===== src/rtl/utf8d_pkg.sv =====
`default_nettype none

package utf8d_pkg;

    // Field widths
    localparam int unsigned BYTE_W = 8;
    localparam int unsigned CP_W   = 31;
    localparam int unsigned IDX_W  = 10;
    localparam int unsigned REM_W  = 3;
    localparam int unsigned ST_W   = 2;
    localparam int unsigned CLO_W  = 4;

    // Result channel data: code point, then char index, padded to whole bytes
    localparam int unsigned M_DATA_W = ((CP_W + IDX_W + 7) / 8) * 8;

    // Reset value of the character limit
    localparam logic [IDX_W-1:0] MAX_CHARS_RESET = IDX_W'(32);

    // Result status codes
    localparam logic [ST_W-1:0] ST_CHAR     = 2'd0;
    localparam logic [ST_W-1:0] ST_BAD_LEAD = 2'd1;
    localparam logic [ST_W-1:0] ST_TRUNC    = 2'd2;

    // Leading-one counts with a meaning of their own
    localparam logic [CLO_W-1:0] CLO_ASCII = 4'd0;
    localparam logic [CLO_W-1:0] CLO_CONT  = 4'd1;
    localparam logic [CLO_W-1:0] CLO_MAX   = 4'd6;

    // One input request as held in the input register
    typedef struct packed {
        logic [BYTE_W-1:0] data_byte;
        logic              first_byte;
        logic              last_byte;
    } item_t;

    // One decode result
    typedef struct packed {
        logic              valid;
        logic [CP_W-1:0]   code_point;
        logic [ST_W-1:0]   status;
        logic              end_of_buffer;
        logic [IDX_W-1:0]  char_index;
    } res_t;

    // Count of leading one bits of a byte (0 to 8)
    function automatic logic [CLO_W-1:0] count_leading_ones(input logic [BYTE_W-1:0] b);
        logic [CLO_W-1:0] n;
        casez (b)
            8'b0???????: n = 4'd0;
            8'b10??????: n = 4'd1;
            8'b110?????: n = 4'd2;
            8'b1110????: n = 4'd3;
            8'b11110???: n = 4'd4;
            8'b111110??: n = 4'd5;
            8'b1111110?: n = 4'd6;
            8'b11111110: n = 4'd7;
            default:     n = 4'd8;
        endcase
        return n;
    endfunction

    // Payload bits of a lead byte, below the length prefix
    function automatic logic [CP_W-1:0] lead_payload(input logic [BYTE_W-1:0] b,
                                                     input logic [CLO_W-1:0] ones);
        logic [CP_W-1:0] p;
        case (ones)
            4'd2:    p = CP_W'(b[4:0]);
            4'd3:    p = CP_W'(b[3:0]);
            4'd4:    p = CP_W'(b[2:0]);
            4'd5:    p = CP_W'(b[1:0]);
            4'd6:    p = CP_W'(b[0]);
            default: p = '0;
        endcase
        return p;
    endfunction

endpackage

`default_nettype wire


===== src/rtl/utf8_to_utf32_decoder.sv =====
// Channel  | Dir | Signals                    | Contents
// ---------+-----+----------------------------+-----------------------------------------
// s_       | in  | tvalid tready tdata tuser  | tdata data_byte, tuser first_byte,
//          |     | tlast                      | tlast last_byte
// m_       | out | tvalid tready tdata tuser  | tdata code_point, char_index;
//          |     | tlast                      | tuser status, tlast end_of_buffer
// cfg_     | in  | valid ready data           | max_chars (10 bits)
//
// One byte per cycle while m_tready is high: input register, decode logic,
// result register.
// Bytes that give no result (lead of a multibyte sequence, ignored bytes)
// only take their slot in the input register.
// A stall on m_tready holds the result register and backs up to s_tready.
// Reset (aresetn low, synchronous) empties both registers and clears state.
`default_nettype none

module utf8_to_utf32_decoder
    import utf8d_pkg::*;
(
    input  wire logic                aclk,
    input  wire logic                aresetn,
    // configuration
    input  wire logic                cfg_valid,
    output logic                     cfg_ready,
    input  wire logic [IDX_W-1:0]    cfg_data,     // max_chars
    // input bytes
    input  wire logic                s_tvalid,
    output logic                     s_tready,
    input  wire logic [BYTE_W-1:0]   s_tdata,      // [7:0] data_byte
    input  wire logic                s_tuser,      // [0] first_byte
    input  wire logic                s_tlast,      // last_byte
    // results
    output logic                     m_tvalid,
    input  wire logic                m_tready,
    output logic [M_DATA_W-1:0]      m_tdata,      // [30:0] code_point, [40:31] char_index
    output logic [ST_W-1:0]          m_tuser,      // [1:0] status
    output logic                     m_tlast       // end_of_buffer
);

    item_t s_item;
    item_t item;
    res_t  res;
    logic  fire;
    logic  slot_free;

    assign cfg_ready = 1'b1;

    assign s_item.data_byte  = s_tdata;
    assign s_item.first_byte = s_tuser;
    assign s_item.last_byte  = s_tlast;

    utf8d_in_stage u_in (
        .aclk      (aclk),
        .aresetn   (aresetn),
        .s_tvalid  (s_tvalid),
        .s_tready  (s_tready),
        .s_item    (s_item),
        .slot_free (slot_free),
        .fire      (fire),
        .item      (item)
    );

    utf8d_decode u_dec (
        .aclk      (aclk),
        .aresetn   (aresetn),
        .cfg_valid (cfg_valid),
        .cfg_data  (cfg_data),
        .fire      (fire),
        .item      (item),
        .res       (res)
    );

    utf8d_out_stage u_out (
        .aclk      (aclk),
        .aresetn   (aresetn),
        .fire      (fire),
        .res       (res),
        .slot_free (slot_free),
        .m_tvalid  (m_tvalid),
        .m_tready  (m_tready),
        .m_tdata   (m_tdata),
        .m_tuser   (m_tuser),
        .m_tlast   (m_tlast)
    );

endmodule

`default_nettype wire


===== src/rtl/utf8d_in_stage.sv =====
`default_nettype none

module utf8d_in_stage
    import utf8d_pkg::*;
(
    input  wire logic              aclk,
    input  wire logic              aresetn,
    input  wire logic              s_tvalid,
    output logic                   s_tready,
    input  wire item_t             s_item,
    input  wire logic              slot_free,
    output logic                   fire,
    output item_t                  item
);

    logic  in_valid_reg;
    logic  in_valid_next;
    item_t item_reg;

    // Held byte moves on when the result register can take its outcome
    assign fire     = in_valid_reg && slot_free;
    assign s_tready = !in_valid_reg || slot_free;
    assign item     = item_reg;

    always_comb begin
        in_valid_next = in_valid_reg;
        if (s_tvalid && s_tready) begin
            in_valid_next = 1'b1;
        end else if (fire) begin
            in_valid_next = 1'b0;
        end
    end

    always_ff @(posedge aclk) begin
        if (!aresetn) begin
            in_valid_reg <= 1'b0;
        end else begin
            in_valid_reg <= in_valid_next;
        end
    end

    // Payload, no reset
    always_ff @(posedge aclk) begin
        if (s_tvalid && s_tready) begin
            item_reg <= s_item;
        end
    end

endmodule

`default_nettype wire


===== src/rtl/utf8d_decode.sv =====
`default_nettype none

module utf8d_decode
    import utf8d_pkg::*;
(
    input  wire logic              aclk,
    input  wire logic              aresetn,
    input  wire logic              cfg_valid,
    input  wire logic [IDX_W-1:0]  cfg_data,
    input  wire logic              fire,
    input  wire item_t             item,
    output res_t                   res
);

    logic [IDX_W-1:0] max_chars_reg;
    logic [CP_W-1:0]  acc_reg,    acc_next;
    logic [REM_W-1:0] rem_reg,    rem_next;
    logic             halted_reg, halted_next;
    logic [IDX_W-1:0] chars_reg,  chars_next;

    // State as seen after a first-of-buffer flag clears it
    logic [CP_W-1:0]  acc_eff;
    logic [REM_W-1:0] rem_eff;
    logic             halted_eff;
    logic [IDX_W-1:0] chars_eff;
    logic [CLO_W-1:0] ones;
    logic [CP_W-1:0]  acc_sh;
    logic [REM_W-1:0] rem_dec;

    assign acc_eff    = item.first_byte ? '0   : acc_reg;
    assign rem_eff    = item.first_byte ? '0   : rem_reg;
    assign halted_eff = item.first_byte ? 1'b0 : halted_reg;
    assign chars_eff  = item.first_byte ? '0   : chars_reg;

    assign ones    = count_leading_ones(item.data_byte);
    assign acc_sh  = {acc_eff[CP_W-7:0], item.data_byte[5:0]};
    assign rem_dec = rem_eff - REM_W'(1);

    // Per-byte decode and state update
    always_comb begin
        acc_next    = acc_reg;
        rem_next    = rem_reg;
        halted_next = halted_reg;
        chars_next  = chars_reg;

        res.valid         = 1'b0;
        res.code_point    = '0;
        res.status        = ST_CHAR;
        res.end_of_buffer = item.last_byte;
        res.char_index    = chars_eff;

        if (fire) begin
            acc_next    = acc_eff;
            rem_next    = rem_eff;
            halted_next = halted_eff;
            chars_next  = chars_eff;

            if (!halted_eff) begin
                if (rem_eff == '0) begin
                    // lead position; bytes past the limit are dropped
                    if (chars_eff < max_chars_reg) begin
                        if (ones == CLO_ASCII) begin
                            res.valid      = 1'b1;
                            res.code_point = CP_W'(item.data_byte);
                            chars_next     = chars_eff + IDX_W'(1);
                        end else if (ones == CLO_CONT || ones > CLO_MAX) begin
                            res.valid   = 1'b1;
                            res.status  = ST_BAD_LEAD;
                            halted_next = 1'b1;
                        end else begin
                            acc_next = lead_payload(item.data_byte, ones);
                            rem_next = ones[REM_W-1:0] - REM_W'(1);
                            if (item.last_byte) begin
                                res.valid  = 1'b1;
                                res.status = ST_TRUNC;
                            end
                        end
                    end
                end else begin
                    // continuation: low six bits, unchecked
                    if (rem_dec == '0) begin
                        res.valid      = 1'b1;
                        res.code_point = acc_sh;
                        chars_next     = chars_eff + IDX_W'(1);
                        acc_next       = '0;
                        rem_next       = '0;
                    end else begin
                        acc_next = acc_sh;
                        rem_next = rem_dec;
                        if (item.last_byte) begin
                            res.valid  = 1'b1;
                            res.status = ST_TRUNC;
                        end
                    end
                end
            end

            // final byte always ends the buffer
            if (item.last_byte) begin
                halted_next = 1'b1;
                rem_next    = '0;
                acc_next    = '0;
            end
        end
    end

    always_ff @(posedge aclk) begin
        if (!aresetn) begin
            max_chars_reg <= MAX_CHARS_RESET;
            acc_reg       <= '0;
            rem_reg       <= '0;
            halted_reg    <= 1'b0;
            chars_reg     <= '0;
        end else begin
            if (cfg_valid) begin
                max_chars_reg <= cfg_data;
            end
            acc_reg    <= acc_next;
            rem_reg    <= rem_next;
            halted_reg <= halted_next;
            chars_reg  <= chars_next;
        end
    end

endmodule

`default_nettype wire


===== src/rtl/utf8d_out_stage.sv =====
`default_nettype none

module utf8d_out_stage
    import utf8d_pkg::*;
(
    input  wire logic              aclk,
    input  wire logic              aresetn,
    input  wire logic              fire,
    input  wire res_t              res,
    output logic                   slot_free,
    output logic                   m_tvalid,
    input  wire logic              m_tready,
    output logic [M_DATA_W-1:0]    m_tdata,
    output logic [ST_W-1:0]        m_tuser,
    output logic                   m_tlast
);

    logic            m_valid_reg, m_valid_next;
    logic [CP_W-1:0] cp_reg;
    logic [ST_W-1:0] st_reg;
    logic            eob_reg;
    logic [IDX_W-1:0] idx_reg;

    // Free when empty or being drained this cycle
    assign slot_free = !m_valid_reg || m_tready;

    always_comb begin
        m_valid_next = m_valid_reg;
        if (fire) begin
            m_valid_next = res.valid;
        end else if (m_tready) begin
            m_valid_next = 1'b0;
        end
    end

    always_ff @(posedge aclk) begin
        if (!aresetn) begin
            m_valid_reg <= 1'b0;
        end else begin
            m_valid_reg <= m_valid_next;
        end
    end

    // Result payload, no reset
    always_ff @(posedge aclk) begin
        if (fire && res.valid) begin
            cp_reg  <= res.code_point;
            st_reg  <= res.status;
            eob_reg <= res.end_of_buffer;
            idx_reg <= res.char_index;
        end
    end

    assign m_tvalid = m_valid_reg;
    assign m_tdata  = {(M_DATA_W - CP_W - IDX_W)'(0), idx_reg, cp_reg};
    assign m_tuser  = st_reg;
    assign m_tlast  = eob_reg;

endmodule

`default_nettype wire


===== config.mk =====
export PLATFORM = sky130hd
export DESIGN_NAME = utf8_to_utf32_decoder
export DESIGN_NICKNAME = d
export VERILOG_FILES = /design/src/rtl/utf8d_pkg.sv /design/src/rtl/utf8_to_utf32_decoder.sv /design/src/rtl/utf8d_in_stage.sv /design/src/rtl/utf8d_decode.sv /design/src/rtl/utf8d_out_stage.sv
export SDC_FILE = /design/constraint.sdc
export NUM_CORES = 1
export LEC_CHECK = 0
export ABC_AREA = 1
export CAP_MARGIN = 20
export CORE_MARGIN = 5
export CORE_UTILIZATION = 30
export CTS_CLUSTER_DIAMETER = 120
export CTS_CLUSTER_SIZE = 30
export DETAILED_ROUTE_END_ITERATION = 10
export DONT_BUFFER_PORTS = 1
export PLACE_DENSITY = 0.53
export SLEW_MARGIN = 15
export SYNTH_ARGS = -nofsm -noshare
export SYNTH_HDL_FRONTEND = slang
export SYNTH_SLANG_ARGS = --single-unit

===== constraint.sdc =====
create_clock -name aclk -period 4.1 [get_ports aclk]
set_clock_uncertainty 0.05 [all_clocks]
set_input_delay 0.205 -clock aclk [delete_from_list [all_inputs] [get_ports aclk]]
set_output_delay 0.205 -clock aclk [all_outputs]
set_load 0.02 [all_outputs]

==> qor.csv <==
metric,value,unit
outcome,finished clean,
YS warnings,0,
setup fix buffers added after clock tree synthesis,0,
Reg area,0.002643,mm²
first drt pass iteration count,4,
CTS Root Cell,sky130_fd_sc_hd__clkbuf_16,
combinational group share of total power,15.1,%
Synth top area share,27.11,%
number of antenna diodes,0,
clock tree buffer depth,2,
"Primary FF master, synth",sky130_fd_sc_hd__edfxtp_1,
setup repair after global routing missed its margin,false,
GRT Overall Usage,13.95,%
Largest register FFs,31,
dominant cells by area after synthesis,"sky130_fd_sc_hd__edfxtp_1, sky130_fd_sc_hd__dfxtp_1, sky130_fd_sc_hd__nand2_1",
TritonCTS clock tree,built,
Crit Reg-Reg Startpoint,u_in.item[1]$_DFFE_PP_,
clock-pin slew on the worst setup and hold paths,0.08,ns
Fin Setup TNS,0,ns
highest-delay cell along the critical path,sky130_fd_sc_hd__edfxtp_1,
share of post-route cells with drive strength above 1,14.72,%
final-stage net count,792,
count of unique library cells instantiated by Yosys,41,
family with the most delay on the worst path,buffers and inverters,
post-synthesis async set-or-reset flop share,0,%
Boundary Pins,79,
core region area,0.01953,mm²
worst slew margin relative to its limit,46.88,%
Crit path arrival time,3.45,ns
power density cells,379.7,mW/mm²
Placed Instance Area,0.006186,mm²
VDD IR max,0.1984,mV
proportion of synthesized chip area in sequential cells,44.18,%
detailed placer's ending HPWL,10950,µm
"EDFF count, synth",54,
CTS sink count,105,
final weighted congestion in routability-driven placement,0.8653,
fillers,2087,
total congestion overflow after global routing,0,
count of input and output buffers,0,
Highest Clock Rate,0.2912,GHz
CP peak stage delay,0.56,ns
average vias per placed instance,4.631,
final number of max-transition violations,0,
Synth area leader,sky130_fd_sc_hd__edfxtp_1,
residual DRC count,0,
count of maximum capacitance violations,0,
average wire length per cell after detail routing,15.17,µm
Critical Path Source Type,flop,
Total Die Area,0.02286,mm²
"Buf+Inv Stages, Crit Path",5,
number of antenna violations at the first check in global routing,1,
number of buffers created by CTS,9,
Routed WL,15460,µm
category of the critical setup timing path,reg -> reg,
number of vias after detailed routing,4719,
power share of the clock group,36.1,%
most frequent CP cell,sky130_fd_sc_hd__nand2_1,
sw frac,31.07,%
Resize count post-CTS,0,
area of combinational cells with multiple inputs,0.002708,mm²
flop and latch count out of synthesis,105,
post-route standard cell area excluding fillers,0.006694,mm²
NetSw,789.7,µW
H-tree level count,3,
Horiz. Die Dim,151.2,µm
wire length of the first global-routing pass,24670,µm
Tmin final,3.434,ns
data required time at the worst endpoint,4.11,ns
share of the clock period used by the worst path after layout,83.74,%
count of endpoints failing setup in the final report,0,
critical path endpoint category,flop,
R2R cell count,18,
count of standard-cell rows,51,
worst hold path class,in -> reg,
effective utilization at floorplan,30.63,%
largest net degree at the start of global routing,47,
number of instances in the synthesized netlist,742,
die height,151.2,µm
depth of the critical timing path with buffers and inverters included,18,
count of cells along the worst hold path,2,
clock insertion delay at the later pin of the skew report,0.37,ns
launching element of the worst setup path,u_in.item[1]$_DFFE_PP_,
via count of the first global-routing pass,4407,
Iter 0 DRT Violations,419,
area delta synth->final,11.92,%
critical-path maximum fanout,29,
sequential power share,48.8,%
Int Pwr,1.752,mW
transition time of the tightest slew-check pin,0.7960,ns
final hold viol count,0,
critical path cell sequence,"inv_4, nand2_1, inv_1, ha_1, nand2_1, nand2_1, nand2_1, nand2_1, inv_1, nand2_1, nor2_8, nand2_2, nand2_2, nor2_1, nor2_1, o21ai_2, inv_2, buf_12",
ANT nets after route,0,
Avg Synthesized Cell Area,8.060,µm²
overall power,2.541,mW
Netlist Area Pre-Place,0.005981,mm²
Lkg Pwr,2.601,nW
hold path startpoint,cfg_data[3],
[path summary, 6_finish.rpt]
| path | endpoint | slack (ns) |
|---|---|---|
| max | u_out.cp_reg[14]$_SDFFCE_PP0P_ | 0.67 |
| min reg2reg | u_dec.max_chars_reg[2]$_SDFFE_PN0P_ | 0.42 |
| min | u_dec.max_chars_reg[3]$_SDFFE_PN0P_ | 0.008 |
| max reg2reg | u_out.cp_reg[14]$_SDFFCE_PP0P_ | 0.67 |
[area by class of cell]
cell class	count	share of cell area, %
multi-input cells	495	40.45
flip-flops and latches	105	39.48
inverters	110	6.224
well taps	265	4.953
repair buffers	28	4.000
clock buffers	10	3.738
clock inverters	6	1.159
[metrics by stage]
stage / cells / hold WS, ns / setup WS, ns / util [%]
finish: 1019 / 0.007859 / 0.6665 / 34.28
global route: 1019 / 0.04392 / 0.3776 / 34.28
CTS: 1019 / 0.003230 / 0.6429 / 34.28
detailed placement: 985 / 0.2539 / 0.6727 / 31.68
global placement: 985 / 0.2539 / 0.7642 / 31.68
floorplan: 748 / 0.2539 / 0.6554 / -
[layer usage]
| layer | GRT usage (%) | part of all wire, % | up-vias | wire, µm |
|---|---|---|---|---|
| li1 | - | - | 2414 | - |
| met1 | 20.01 | 49 | 2162 | 7640 |
| met2 | 20.52 | 42 | 123 | 6568 |
| met3 | 3.591 | 6.4 | 18 | 984 |
| met4 | 4.352 | 1.6 | 2 | 248 |
| met5 | 0 | 0.084 | - | 13 |
[cell usage after synthesis (all sizes together) (3+ instances only)]
cell	n
a21oi	96
a31oi	5
buf	23
clkbuf	15
dfxtp	51
edfxtp	54
ha	18
inv	109
nand2	180
nand3	36
nand4	12
nor2	73
nor3	4
o21ai	53
xor2	3
[cells by family after synthesis]
group                    Yosys count  synth area share [%]
AO/OA/AOI/OAI                    159                 16.36
adder cells (fa/ha/maj)           18                 3.766
other                              2                0.1256
flip-flops                       105                 44.18
AND/OR/NAND/NOR                  306                 24.06
buffers and inverters            148                 10.92
XOR/XNOR                           4                0.5859
[power by group through the flow]
stage	clock (mW)	combinational, mW	sequential, mW
CTS	0.945	0.386	1.24
finish	0.918	0.384	1.24
floorplan	0	0.303	1.25
global placement	0	0.367	1.27
detailed placement	0	0.368	1.27
global route	0.986	0.428	1.25
[worst reg2reg max path, stage by stage (launching register included)]
cell and delay [ns]:
sky130_fd_sc_hd__edfxtp_1 0.56, sky130_fd_sc_hd__inv_4 0.28, sky130_fd_sc_hd__nand2_1 0.08, sky130_fd_sc_hd__inv_1 0.19, sky130_fd_sc_hd__ha_1 0.28, sky130_fd_sc_hd__nand2_1 0.06
sky130_fd_sc_hd__nand2_1 0.04, sky130_fd_sc_hd__nand2_1 0.05, sky130_fd_sc_hd__nand2_1 0.07, sky130_fd_sc_hd__inv_1 0.08, sky130_fd_sc_hd__nand2_1 0.12, sky130_fd_sc_hd__nor2_8 0.19
sky130_fd_sc_hd__nand2_2 0.07, sky130_fd_sc_hd__nand2_2 0.11, sky130_fd_sc_hd__nor2_1 0.05, sky130_fd_sc_hd__nor2_1 0.12, sky130_fd_sc_hd__o21ai_2 0.10, sky130_fd_sc_hd__inv_2 0.35
sky130_fd_sc_hd__buf_12 0.25
[layout by cell type, fill, tap and decap left out, types with 20 or more instances in the layout]
| cell | netlist | layout |
|---|---|---|
| sky130_fd_sc_hd__nand2_1 | 161 | 161 |
| sky130_fd_sc_hd__a21oi_2 | 20 | 20 |
| sky130_fd_sc_hd__nor2_1 | 66 | 66 |
| sky130_fd_sc_hd__inv_1 | 102 | 101 |
| sky130_fd_sc_hd__nand3_1 | 31 | 31 |
| sky130_fd_sc_hd__o21ai_0 | 32 | 32 |
| sky130_fd_sc_hd__a21oi_1 | 76 | 76 |
| sky130_fd_sc_hd__edfxtp_1 | 54 | 54 |
| sky130_fd_sc_hd__o21ai_2 | 20 | 20 |
| sky130_fd_sc_hd__dfxtp_1 | 51 | 51 |
[timing repair]
| action | CTS | global route |
|---|---|---|
| setup endpoints to repair | 0 | 0 |
| hold buffers | 18 | 0 |
| hold endpoints to repair | 30 | 0 |
Note: power is estimated with default switching activity, not from simulation.
